==> config.mk <==
export PLATFORM = sky130hd
export DESIGN_NAME = regular_polygon_vertex_generator
export DESIGN_NICKNAME = d
export VERILOG_FILES = /design/src/rtl/rpvg_pkg.sv /design/src/rtl/regular_polygon_vertex_generator.sv /design/src/rtl/rpvg_ctrl.sv /design/src/rtl/rpvg_dpath.sv
export SDC_FILE = /design/constraint.sdc
export NUM_CORES = 2
export LEC_CHECK = 0
export ABC_AREA = 1
export BUFFER_PORTS_ARGS = -buffer_cell sky130_fd_sc_hd__buf_2
export CORE_ASPECT_RATIO = 1.4
export CORE_MARGIN = 2
export CORE_UTILIZATION = 35
export CTS_CLUSTER_SIZE = 8
export DETAILED_ROUTE_END_ITERATION = 16
export GPL_TIMING_DRIVEN = 0
export SLEW_MARGIN = 20
export SYNTH_ARGS = -nofsm -noshare
export SYNTH_HDL_FRONTEND = slang
export SYNTH_SLANG_ARGS = --single-unit
==> constraint.sdc <==
create_clock -name i_clk -period 18.42 [get_ports i_clk]
set_input_delay 4.605 -clock i_clk [delete_from_list [all_inputs] [get_ports i_clk]]
set_output_delay 4.605 -clock i_clk [all_outputs]
set_load 0.005 [all_outputs]
==> src/rtl/rpvg_pkg.sv <==
// ---------------------------------------------------------------------------
// Regular polygon vertex generator package
// Shared constants, the CORDIC arctangent table and the controller/datapath
// command and status types.
// ---------------------------------------------------------------------------
package rpvg_pkg;

    localparam int MAX_SIDES_DEF  = 64;
    localparam int PHASE_BITS_DEF = 16;

    localparam int CORDIC_STAGES = 16;
    localparam int STAGE_W       = $clog2(CORDIC_STAGES);

    // CORDIC working width and the Q30 start vector length (gain compensated).
    localparam int                    TRIG_W      = 32;
    localparam logic signed [TRIG_W-1:0] CORDIC_GAIN = 32'sd652032874;

    localparam int                 COORD_W   = 16;
    localparam logic signed [19:0] COORD_MAX = 20'sd32767;
    localparam logic signed [19:0] COORD_MIN = -20'sd32768;

    localparam int SIDE_IN_W   = 7;
    localparam int RADIUS_W    = 15;
    localparam int MIN_SIDES   = 3;

    // Arctangent of 2^-k in units of 2^-32 turn.
    function automatic logic [TRIG_W-1:0] atan_turn(input logic [STAGE_W-1:0] k);
        logic [TRIG_W-1:0] v;
        unique case (k)
            4'd0:  v = 32'h20000000;
            4'd1:  v = 32'h12E4051E;
            4'd2:  v = 32'h09FB385B;
            4'd3:  v = 32'h051111D4;
            4'd4:  v = 32'h028B0D43;
            4'd5:  v = 32'h0145D7E1;
            4'd6:  v = 32'h00A2F61E;
            4'd7:  v = 32'h00517C55;
            4'd8:  v = 32'h0028BE53;
            4'd9:  v = 32'h00145F2F;
            4'd10: v = 32'h000A2F98;
            4'd11: v = 32'h000517CC;
            4'd12: v = 32'h00028BE6;
            4'd13: v = 32'h000145F3;
            4'd14: v = 32'h0000A2FA;
            4'd15: v = 32'h0000517D;
        endcase
        return v;
    endfunction

    typedef struct packed {
        logic load;      // capture a new polygon request
        logic div_step;  // one bit of the phase step division
        logic vstart;    // start the rotation for the next vertex
        logic rot_step;  // one CORDIC iteration
        logic mul_x;     // radius times cosine
        logic mul_y;     // place x, radius times sine
        logic fin_y;     // place y
        logic out_load;  // move the finished vertex to the output register
    } t_dp_cmd;

    typedef struct packed {
        logic few;       // requested side count is below three
        logic div_last;  // final division step
        logic rot_last;  // final CORDIC iteration
        logic vlast;     // current vertex closes the polygon
        logic out_free;  // output register can take a vertex this cycle
    } t_dp_stat;

endpackage

==> src/rtl/regular_polygon_vertex_generator.sv <==
// ---------------------------------------------------------------------------
// Regular polygon vertex generator
// Takes one polygon request (side count, radius, center) and emits its
// vertices in order, each rounded to a signed 16-bit integer (Q15.0) and saturated.
// ---------------------------------------------------------------------------
//
//  Channel   Handshake                  Payload
//  -------   -------------------------  ---------------------------------------
//  input     i_in_valid / o_in_ready    i_side_count i_radius i_center_x/_y
//  output    o_out_valid / i_out_ready  o_vertex_x o_vertex_y o_last_vertex
//
// A request first divides a full turn by the side count, one bit per cycle,
// then takes each vertex through a setup step, the CORDIC iterations, the
// single shared multiplier with rounding for x and then for y, and a move
// into the output register. The next vertex is computed while the previous
// one waits in the output register; a stalled output holds the sequencer
// only at the handoff. A side count below three is accepted, produces
// nothing and leaves the block idle. Reset is synchronous and active low;
// it clears the sequencer and the output valid flag, so no transaction is
// pending after reset.
// ---------------------------------------------------------------------------
module regular_polygon_vertex_generator #(
    parameter int MAX_SIDES  = rpvg_pkg::MAX_SIDES_DEF,
    parameter int PHASE_BITS = rpvg_pkg::PHASE_BITS_DEF
) (
    input  logic                                 i_clk,
    input  logic                                 i_rst_n,
    input  logic                                 i_in_valid,
    output logic                                 o_in_ready,
    input  logic [rpvg_pkg::SIDE_IN_W-1:0]       i_side_count,
    input  logic [rpvg_pkg::RADIUS_W-1:0]        i_radius,
    input  logic signed [rpvg_pkg::COORD_W-1:0]  i_center_x,
    input  logic signed [rpvg_pkg::COORD_W-1:0]  i_center_y,
    output logic                                 o_out_valid,
    input  logic                                 i_out_ready,
    output logic signed [rpvg_pkg::COORD_W-1:0]  o_vertex_x,
    output logic signed [rpvg_pkg::COORD_W-1:0]  o_vertex_y,
    output logic                                 o_last_vertex
);
    import rpvg_pkg::*;

    // The controller issues one command per cycle unless idle or stalled; the
    // datapath reports back when a division, a rotation or a polygon is complete.
    t_dp_cmd  cmd;
    t_dp_stat stat;

    rpvg_ctrl u_ctrl (
        .i_clk      (i_clk),
        .i_rst_n    (i_rst_n),
        .i_in_valid (i_in_valid),
        .o_in_ready (o_in_ready),
        .i_stat     (stat),
        .o_cmd      (cmd)
    );

    // The datapath owns the output register, so the output transaction
    // completes independently of the sequencer.
    rpvg_dpath #(
        .MAX_SIDES  (MAX_SIDES),
        .PHASE_BITS (PHASE_BITS)
    ) u_dpath (
        .i_clk         (i_clk),
        .i_rst_n       (i_rst_n),
        .i_cmd         (cmd),
        .o_stat        (stat),
        .i_side_count  (i_side_count),
        .i_radius      (i_radius),
        .i_center_x    (i_center_x),
        .i_center_y    (i_center_y),
        .i_out_ready   (i_out_ready),
        .o_out_valid   (o_out_valid),
        .o_vertex_x    (o_vertex_x),
        .o_vertex_y    (o_vertex_y),
        .o_last_vertex (o_last_vertex)
    );

endmodule

==> src/rtl/rpvg_ctrl.sv <==
// ---------------------------------------------------------------------------
// Regular polygon vertex generator controller
// Sequences division, rotation, scaling and output of each vertex.
// ---------------------------------------------------------------------------
module rpvg_ctrl (
    input  logic              i_clk,
    input  logic              i_rst_n,
    input  logic              i_in_valid,
    output logic              o_in_ready,
    input  rpvg_pkg::t_dp_stat i_stat,
    output rpvg_pkg::t_dp_cmd  o_cmd
);
    import rpvg_pkg::*;

    localparam logic [2:0] S_IDLE   = 3'd0;
    localparam logic [2:0] S_DIV    = 3'd1;
    localparam logic [2:0] S_VSTART = 3'd2;
    localparam logic [2:0] S_ROT    = 3'd3;
    localparam logic [2:0] S_MULX   = 3'd4;
    localparam logic [2:0] S_MULY   = 3'd5;
    localparam logic [2:0] S_FINY   = 3'd6;
    localparam logic [2:0] S_PUSH   = 3'd7;

    logic [2:0] r_state;
    logic [2:0] n_state;

    always_comb begin
        n_state = r_state;
        o_cmd   = '0;
        unique case (r_state)
            S_IDLE: begin
                if (i_in_valid) begin
                    o_cmd.load = 1'b1;
                    if (!i_stat.few) begin
                        n_state = S_DIV;
                    end
                end
            end
            S_DIV: begin
                o_cmd.div_step = 1'b1;
                if (i_stat.div_last) begin
                    n_state = S_VSTART;
                end
            end
            S_VSTART: begin
                o_cmd.vstart = 1'b1;
                n_state      = S_ROT;
            end
            S_ROT: begin
                o_cmd.rot_step = 1'b1;
                if (i_stat.rot_last) begin
                    n_state = S_MULX;
                end
            end
            S_MULX: begin
                o_cmd.mul_x = 1'b1;
                n_state     = S_MULY;
            end
            S_MULY: begin
                o_cmd.mul_y = 1'b1;
                n_state     = S_FINY;
            end
            S_FINY: begin
                o_cmd.fin_y = 1'b1;
                n_state     = S_PUSH;
            end
            S_PUSH: begin
                if (i_stat.out_free) begin
                    o_cmd.out_load = 1'b1;
                    n_state        = i_stat.vlast ? S_IDLE : S_VSTART;
                end
            end
        endcase
    end

    assign o_in_ready = (r_state == S_IDLE);

    always_ff @(posedge i_clk) begin
        if (!i_rst_n) begin
            r_state <= S_IDLE;
        end else begin
            r_state <= n_state;
        end
    end

endmodule

==> src/rtl/rpvg_dpath.sv <==
// ---------------------------------------------------------------------------
// Regular polygon vertex generator datapath
// Step divider, phase accumulator, iterative CORDIC, shared multiplier,
// rounding and saturation, and the output register.
// ---------------------------------------------------------------------------
module rpvg_dpath #(
    parameter int MAX_SIDES  = rpvg_pkg::MAX_SIDES_DEF,
    parameter int PHASE_BITS = rpvg_pkg::PHASE_BITS_DEF
) (
    input  logic                                 i_clk,
    input  logic                                 i_rst_n,
    input  rpvg_pkg::t_dp_cmd                    i_cmd,
    output rpvg_pkg::t_dp_stat                   o_stat,
    input  logic [rpvg_pkg::SIDE_IN_W-1:0]       i_side_count,
    input  logic [rpvg_pkg::RADIUS_W-1:0]        i_radius,
    input  logic signed [rpvg_pkg::COORD_W-1:0]  i_center_x,
    input  logic signed [rpvg_pkg::COORD_W-1:0]  i_center_y,
    input  logic                                 i_out_ready,
    output logic                                 o_out_valid,
    output logic signed [rpvg_pkg::COORD_W-1:0]  o_vertex_x,
    output logic signed [rpvg_pkg::COORD_W-1:0]  o_vertex_y,
    output logic                                 o_last_vertex
);
    import rpvg_pkg::*;

    localparam int SW     = $clog2(MAX_SIDES + 1);
    localparam int IW     = $clog2(MAX_SIDES);
    localparam int CW     = $clog2(PHASE_BITS + 1);
    localparam int PROD_W = RADIUS_W + 1 + TRIG_W + 1;

    logic [SW-1:0]               r_n;
    logic [RADIUS_W-1:0]         r_radius;
    logic signed [COORD_W-1:0]   r_cx;
    logic signed [COORD_W-1:0]   r_cy;
    logic [CW-1:0]               r_div_cnt;
    logic [SW-1:0]               r_rem;
    logic [PHASE_BITS-1:0]       r_step;
    logic [PHASE_BITS-1:0]       r_phase;
    logic [SW-1:0]               r_prem;
    logic [IW-1:0]               r_idx;
    logic                        r_vlast;
    logic [1:0]                  r_quad;
    logic signed [TRIG_W-1:0]    r_x;
    logic signed [TRIG_W-1:0]    r_y;
    logic signed [TRIG_W-1:0]    r_z;
    logic [STAGE_W-1:0]          r_k;
    logic signed [PROD_W-1:0]    r_prod;
    logic signed [COORD_W-1:0]   r_vx;
    logic signed [COORD_W-1:0]   r_vy;
    logic                        r_ovalid;
    logic signed [COORD_W-1:0]   r_ox;
    logic signed [COORD_W-1:0]   r_oy;
    logic                        r_olast;

    // Rounds a Q30-scaled product to an integer, adds the center and saturates to signed Q15.0.
    function automatic logic signed [COORD_W-1:0] place(
        input logic signed [PROD_W-1:0]  prod,
        input logic signed [COORD_W-1:0] ctr
    );
        logic signed [PROD_W-1:0] rnd;
        logic signed [19:0]       s;
        rnd = prod + (PROD_W'(1) <<< 29);
        s   = 20'($signed(rnd[PROD_W-1:30])) + 20'(ctr);
        if (s > COORD_MAX) begin
            return COORD_W'(COORD_MAX);
        end else if (s < COORD_MIN) begin
            return COORD_W'(COORD_MIN);
        end
        return s[COORD_W-1:0];
    endfunction

    // Side count clamp and the lone dividend bit of a full turn.
    logic [SW-1:0]   n_clamped;
    logic [SW:0]     div_trial;
    logic            div_fit;
    logic [SW:0]     prem_sum;
    logic            prem_wrap;

    always_comb begin
        if (i_side_count > SIDE_IN_W'(MAX_SIDES)) begin
            n_clamped = SW'(MAX_SIDES);
        end else begin
            n_clamped = i_side_count[SW-1:0];
        end
        div_trial = {r_rem, (r_div_cnt == '0)};
        div_fit   = (div_trial >= {1'b0, r_n});
        prem_sum  = {1'b0, r_prem} + {1'b0, r_rem};
        prem_wrap = (prem_sum >= {1'b0, r_n});
    end

    // CORDIC iteration and quadrant mapping.
    logic signed [TRIG_W-1:0] dx;
    logic signed [TRIG_W-1:0] dy;
    logic signed [TRIG_W-1:0] at;
    logic signed [TRIG_W:0]   xe;
    logic signed [TRIG_W:0]   ye;
    logic signed [TRIG_W:0]   cos_v;
    logic signed [TRIG_W:0]   sin_v;
    logic signed [TRIG_W:0]   mul_trig;

    always_comb begin
        dx = r_y >>> r_k;
        dy = r_x >>> r_k;
        at = $signed(atan_turn(r_k));
        xe = {r_x[TRIG_W-1], r_x};
        ye = {r_y[TRIG_W-1], r_y};
        unique case (r_quad)
            2'd0: begin cos_v = xe;  sin_v = ye;  end
            2'd1: begin cos_v = -ye; sin_v = xe;  end
            2'd2: begin cos_v = -xe; sin_v = -ye; end
            2'd3: begin cos_v = ye;  sin_v = -xe; end
        endcase
        mul_trig = i_cmd.mul_x ? cos_v : sin_v;
    end

    always_ff @(posedge i_clk) begin
        if (i_cmd.load) begin
            r_n       <= n_clamped;
            r_radius  <= i_radius;
            r_cx      <= i_center_x;
            r_cy      <= i_center_y;
            r_div_cnt <= '0;
            r_rem     <= '0;
            r_step    <= '0;
            r_phase   <= '0;
            r_prem    <= n_clamped >> 1;
            r_idx     <= '0;
        end
        if (i_cmd.div_step) begin
            r_div_cnt <= r_div_cnt + CW'(1);
            r_rem     <= div_fit ? SW'(div_trial - {1'b0, r_n}) : div_trial[SW-1:0];
            r_step    <= {r_step[PHASE_BITS-2:0], div_fit};
        end
        if (i_cmd.vstart) begin
            r_quad  <= r_phase[PHASE_BITS-1 -: 2];
            r_x     <= CORDIC_GAIN;
            r_y     <= '0;
            r_z     <= {2'b00, r_phase[PHASE_BITS-3:0], {(32 - PHASE_BITS){1'b0}}};
            r_k     <= '0;
            r_vlast <= ({1'b0, r_idx} == SW'(r_n - SW'(1)));
            r_idx   <= r_idx + IW'(1);
            r_phase <= r_phase + r_step + PHASE_BITS'(prem_wrap);
            r_prem  <= prem_wrap ? SW'(prem_sum - {1'b0, r_n}) : prem_sum[SW-1:0];
        end
        if (i_cmd.rot_step) begin
            r_k <= r_k + STAGE_W'(1);
            if (!r_z[TRIG_W-1]) begin
                r_x <= r_x - dx;
                r_y <= r_y + dy;
                r_z <= r_z - at;
            end else begin
                r_x <= r_x + dx;
                r_y <= r_y - dy;
                r_z <= r_z + at;
            end
        end
        if (i_cmd.mul_x || i_cmd.mul_y) begin
            r_prod <= $signed({1'b0, r_radius}) * mul_trig;
        end
        if (i_cmd.mul_y) begin
            r_vx <= place(r_prod, r_cx);
        end
        if (i_cmd.fin_y) begin
            r_vy <= place(r_prod, r_cy);
        end
        if (i_cmd.out_load) begin
            r_ox    <= r_vx;
            r_oy    <= r_vy;
            r_olast <= r_vlast;
        end
    end

    always_ff @(posedge i_clk) begin
        if (!i_rst_n) begin
            r_ovalid <= 1'b0;
        end else if (i_cmd.out_load) begin
            r_ovalid <= 1'b1;
        end else if (i_out_ready) begin
            r_ovalid <= 1'b0;
        end
    end

    assign o_stat.few      = (i_side_count < SIDE_IN_W'(MIN_SIDES));
    assign o_stat.div_last = (r_div_cnt == CW'(PHASE_BITS));
    assign o_stat.rot_last = (r_k == STAGE_W'(CORDIC_STAGES - 1));
    assign o_stat.vlast    = r_vlast;
    assign o_stat.out_free = !r_ovalid || i_out_ready;

    assign o_out_valid   = r_ovalid;
    assign o_vertex_x    = r_ox;
    assign o_vertex_y    = r_oy;
    assign o_last_vertex = r_olast;

endmodule

==> run metrics <==
root buf cell=clkbuf_16; Worst EP required=18770 ps; period utilisation layout=53.62%; row count=158; ANT cells=0; Max clock buf depth=3; R2R Path Start=u_dpath.r_y[13]$_SDFFCE_PN0N_; Slowest-stage cell, CP=edfxtp_1; post-DR wirelength/cell=22.11 µm; first-pass GRT wire length=274.3 mm; setup TNS=0 ps; status=finished clean; Slew @ Worst Pin=1210 ps; Seq cells post-synth=333; placed inst area=49770 µm²; post-route design area=51220 µm²; register area share after synthesis=20.61%; Initial Util=35.33%; Post-CTS Hold Fix Bufs=0; hold wc startpoint=u_dpath.r_vy[8]$_DFFE_PP_; Via density=5.322; Period minus WS final=9877 ps; Synth cell types=66; initial antenna violation count=0; Final Net Count=7324; Worst Path Arrival=10220 ps; max-capacitance violation count=0; startpoint types=flip-flop; die area=136900 µm²; RePlAce Congestion=1.014; WP depth=31; # DRC=0; Synth Instances=6338; Num CTS Buffers=49; compound-gate portion of the synthesized area=12.39%; Worst Hold Path EP=u_dpath.o_vertex_y[8]$_DFFE_PP_; FMAX=0.1013 GHz; DR pass1 iterations=6; Buf/Inv on CP=5; ys flop type=edfxtp_1; number of DRC markers in iteration 0=3172; number of synthesized flops with an enable pin=299; Area contributors post-synth=fa_1 20%, edfxtp_1 19%, nand2_1 12%; largest family of logic cells by synthesized area=adder cells; largest net degree at the start of global routing=48; Vias=44076; clk_lat worst skew=660 ps; Worst Hold Class=flip-flop to flip-flop; CORE AREA=132700 µm²; Yosys warnings=0; Synth Area in Adders=28.26%; chip width=313.3 µm; Hold Path Cell Cnt=0; Pins Over Slew Limit=0; crit path kind=flip-flop to flip-flop; R2R depth=31; clock-pin slew on the worst setup and hold paths=60 ps; Worst setup EP type=flip-flop; Post-DRT Antenna Nets=0; RSZ-0062 raised after global routing=no; r2r setup slk=8540 ps; syn nets=7169; IO Port Bufs=92; hpwl dp=150.2 mm; post-cts sizing count=0; Finish-stage setup viols=0; num ports=93; Synth-to-Final Area Change=9.305%; Post-Synth XOR/XNOR Area=3.588%; CP Max Fanout=10; layout cell share with drive strength beyond 1=5.504%; Post-CTS Setup Inserts=0; Most common cell on crit path=fa_1; WL final=183.1 mm; mapped cell area=46860 µm²; Async S/R FF share, synth=0%; simple-gate portion of the synthesized area=24.53%; vias in the first global route=45683; Hold Vio Cnt, Final=0; CP peak stage delay=760 ps; gr ovfl total=0; post-synthesis mux area share=0.08544%; Syn Area/Cell=7.394 µm²; H-tree levels=2; Synth area leader=fa_1; DIE HEIGHT=437.0 µm; Largest delay share family, worst path=adder cells; CTS sink cnt=333; Slew headroom=19.34%; top-area cell type share of the netlist area=20.33%; final core occ=38.61%; Worst Skew=44.17 ps; FF-to-FF End=u_dpath.r_prod[43]$_DFFE_PP_; global-route usage over all layers=26.64%; CTS tree=built
logic make-up after synthesis:
kind of cell    count (synthesis)
mux                             4
fa+ha+maj                     773
buf+inv                      1273
simple gates                 2740
xor+xnor                      192
flops                         333
compound gates               1023
worst register-to-register path: cells and delay by family, from the launching register on:
family | cells | cell delay, ps
adders and majority gates | 7 | 3560
and+or+nand+nor | 11 | 2870
AOI/OAI and AO/OA | 7 | 1710
DFF | 1 | 760
buffers and inverters | 5 | 450
xor gates and xnor gates | 1 | 200
Yosys cell counts, drive strengths merged (3+ instances only):
library cell  count
o31ai             9
o221ai           11
nor2            611
o311ai            5
xnor2            58
ha              297
mux2i             4
nor4             25
dfxtp            34
nand4            59
o21ai           379
a21o             20
inv            1082
a31oi            22
clkinv            7
a21oi           427
or2              32
nand3b            3
a211oi            9
o21a             32
and2              5
a21boi           11
o2111ai           9
o21bai           19
xor2            134
edfxtp          299
nand3           451
nor3b             4
o211ai           43
nor3             74
o22ai            11
a221oi            4
nand2          1474
fa              476
clkbuf           96
buf              88
area by class of cell:
cell class / count / area (µm²)
plain buffers: 184 / 847.1
multi-input cells: 4732 / 32330
inverters: 1089 / 4088
repair buffers: 104 / 644.4
clock buffers: 72 / 1323
flip-flops and latches: 333 / 9659
well taps: 1760 / 2202
clock inverters: 8 / 128.9
fillers: 13982 / 81430
layer usage:
layer / up-vias / GRT usage, % / share of wire (%)
met5: - / 0 / 0
met4: 0 / 19.97 / 9.0
met3: 630 / 3.511 / 5.1
met2: 1552 / 48.75 / 51
met1: 21138 / 27.51 / 35
li1: 20756 / - / -
layout by cell type (no fill, tap or decap), types with 117 or more instances in the layout:
master	n
a21oi_1	426
buf_2	135
clkbuf_1	117
edfxtp_1	299
fa_1	476
ha_1	297
inv_1	1064
nand2_1	1451
nand3_1	440
nor2_1	589
o21ai_0	311
xor2_1	134
worst max-delay path by stage:
stage	start	to	slack, ps
after global routing	u_dpath.r_y[12]$_SDFFCE_PN0N_	u_dpath.r_prod[38]$_DFFE_PP_	8160
after global placement	i_in_valid	u_dpath.r_step[4]$_SDFFCE_PN0P_	7910
after floorplan	i_in_valid	u_dpath.r_div_cnt[0]$_SDFFCE_PN0P_	10380
after CTS	u_dpath.r_y[12]$_SDFFCE_PN0N_	u_dpath.r_prod[43]$_DFFE_PP_	9110
after detailed placement	u_dpath.r_y[12]$_SDFFCE_PN0N_	u_dpath.r_prod[43]$_DFFE_PP_	9170
final	u_dpath.r_y[13]$_SDFFCE_PN0N_	u_dpath.r_prod[43]$_DFFE_PP_	8540
registers in the layout, indices dropped and copies added, names as in the netlist, 2 cells and up:
| signal | flops |
|---|---|
| u_ctrl.r_state | 3 |
| u_dpath.at | 30 |
| u_dpath.o_vertex_x | 16 |
| u_dpath.o_vertex_y | 16 |
| u_dpath.r_cx | 16 |
| u_dpath.r_cy | 16 |
| u_dpath.r_div_cnt | 5 |
| u_dpath.r_idx | 6 |
| u_dpath.r_k | 4 |
| u_dpath.r_n | 7 |
| u_dpath.r_phase | 16 |
| u_dpath.r_prem | 7 |
| u_dpath.r_prod | 20 |
| u_dpath.r_quad | 2 |
| u_dpath.r_radius | 15 |
| u_dpath.r_rem | 7 |
| u_dpath.r_step | 16 |
| u_dpath.r_vx | 16 |
| u_dpath.r_vy | 16 |
| u_dpath.r_x | 32 |
| u_dpath.r_y | 32 |
| u_dpath.r_z | 32 |
through the flow:
step	std cells	setup slack (ps)	hold WS, ps
finish	8282	8543	410.4
global route	8282	8163	414.1
CTS	8282	9108	406.0
detailed placement	8202	9173	404.5
global placement	8190	7906	400.9
floorplan	6338	10380	400.3
Power is not shown: default switching activity piles up to over one toggle a cycle in this logic, so the estimate is an artifact.
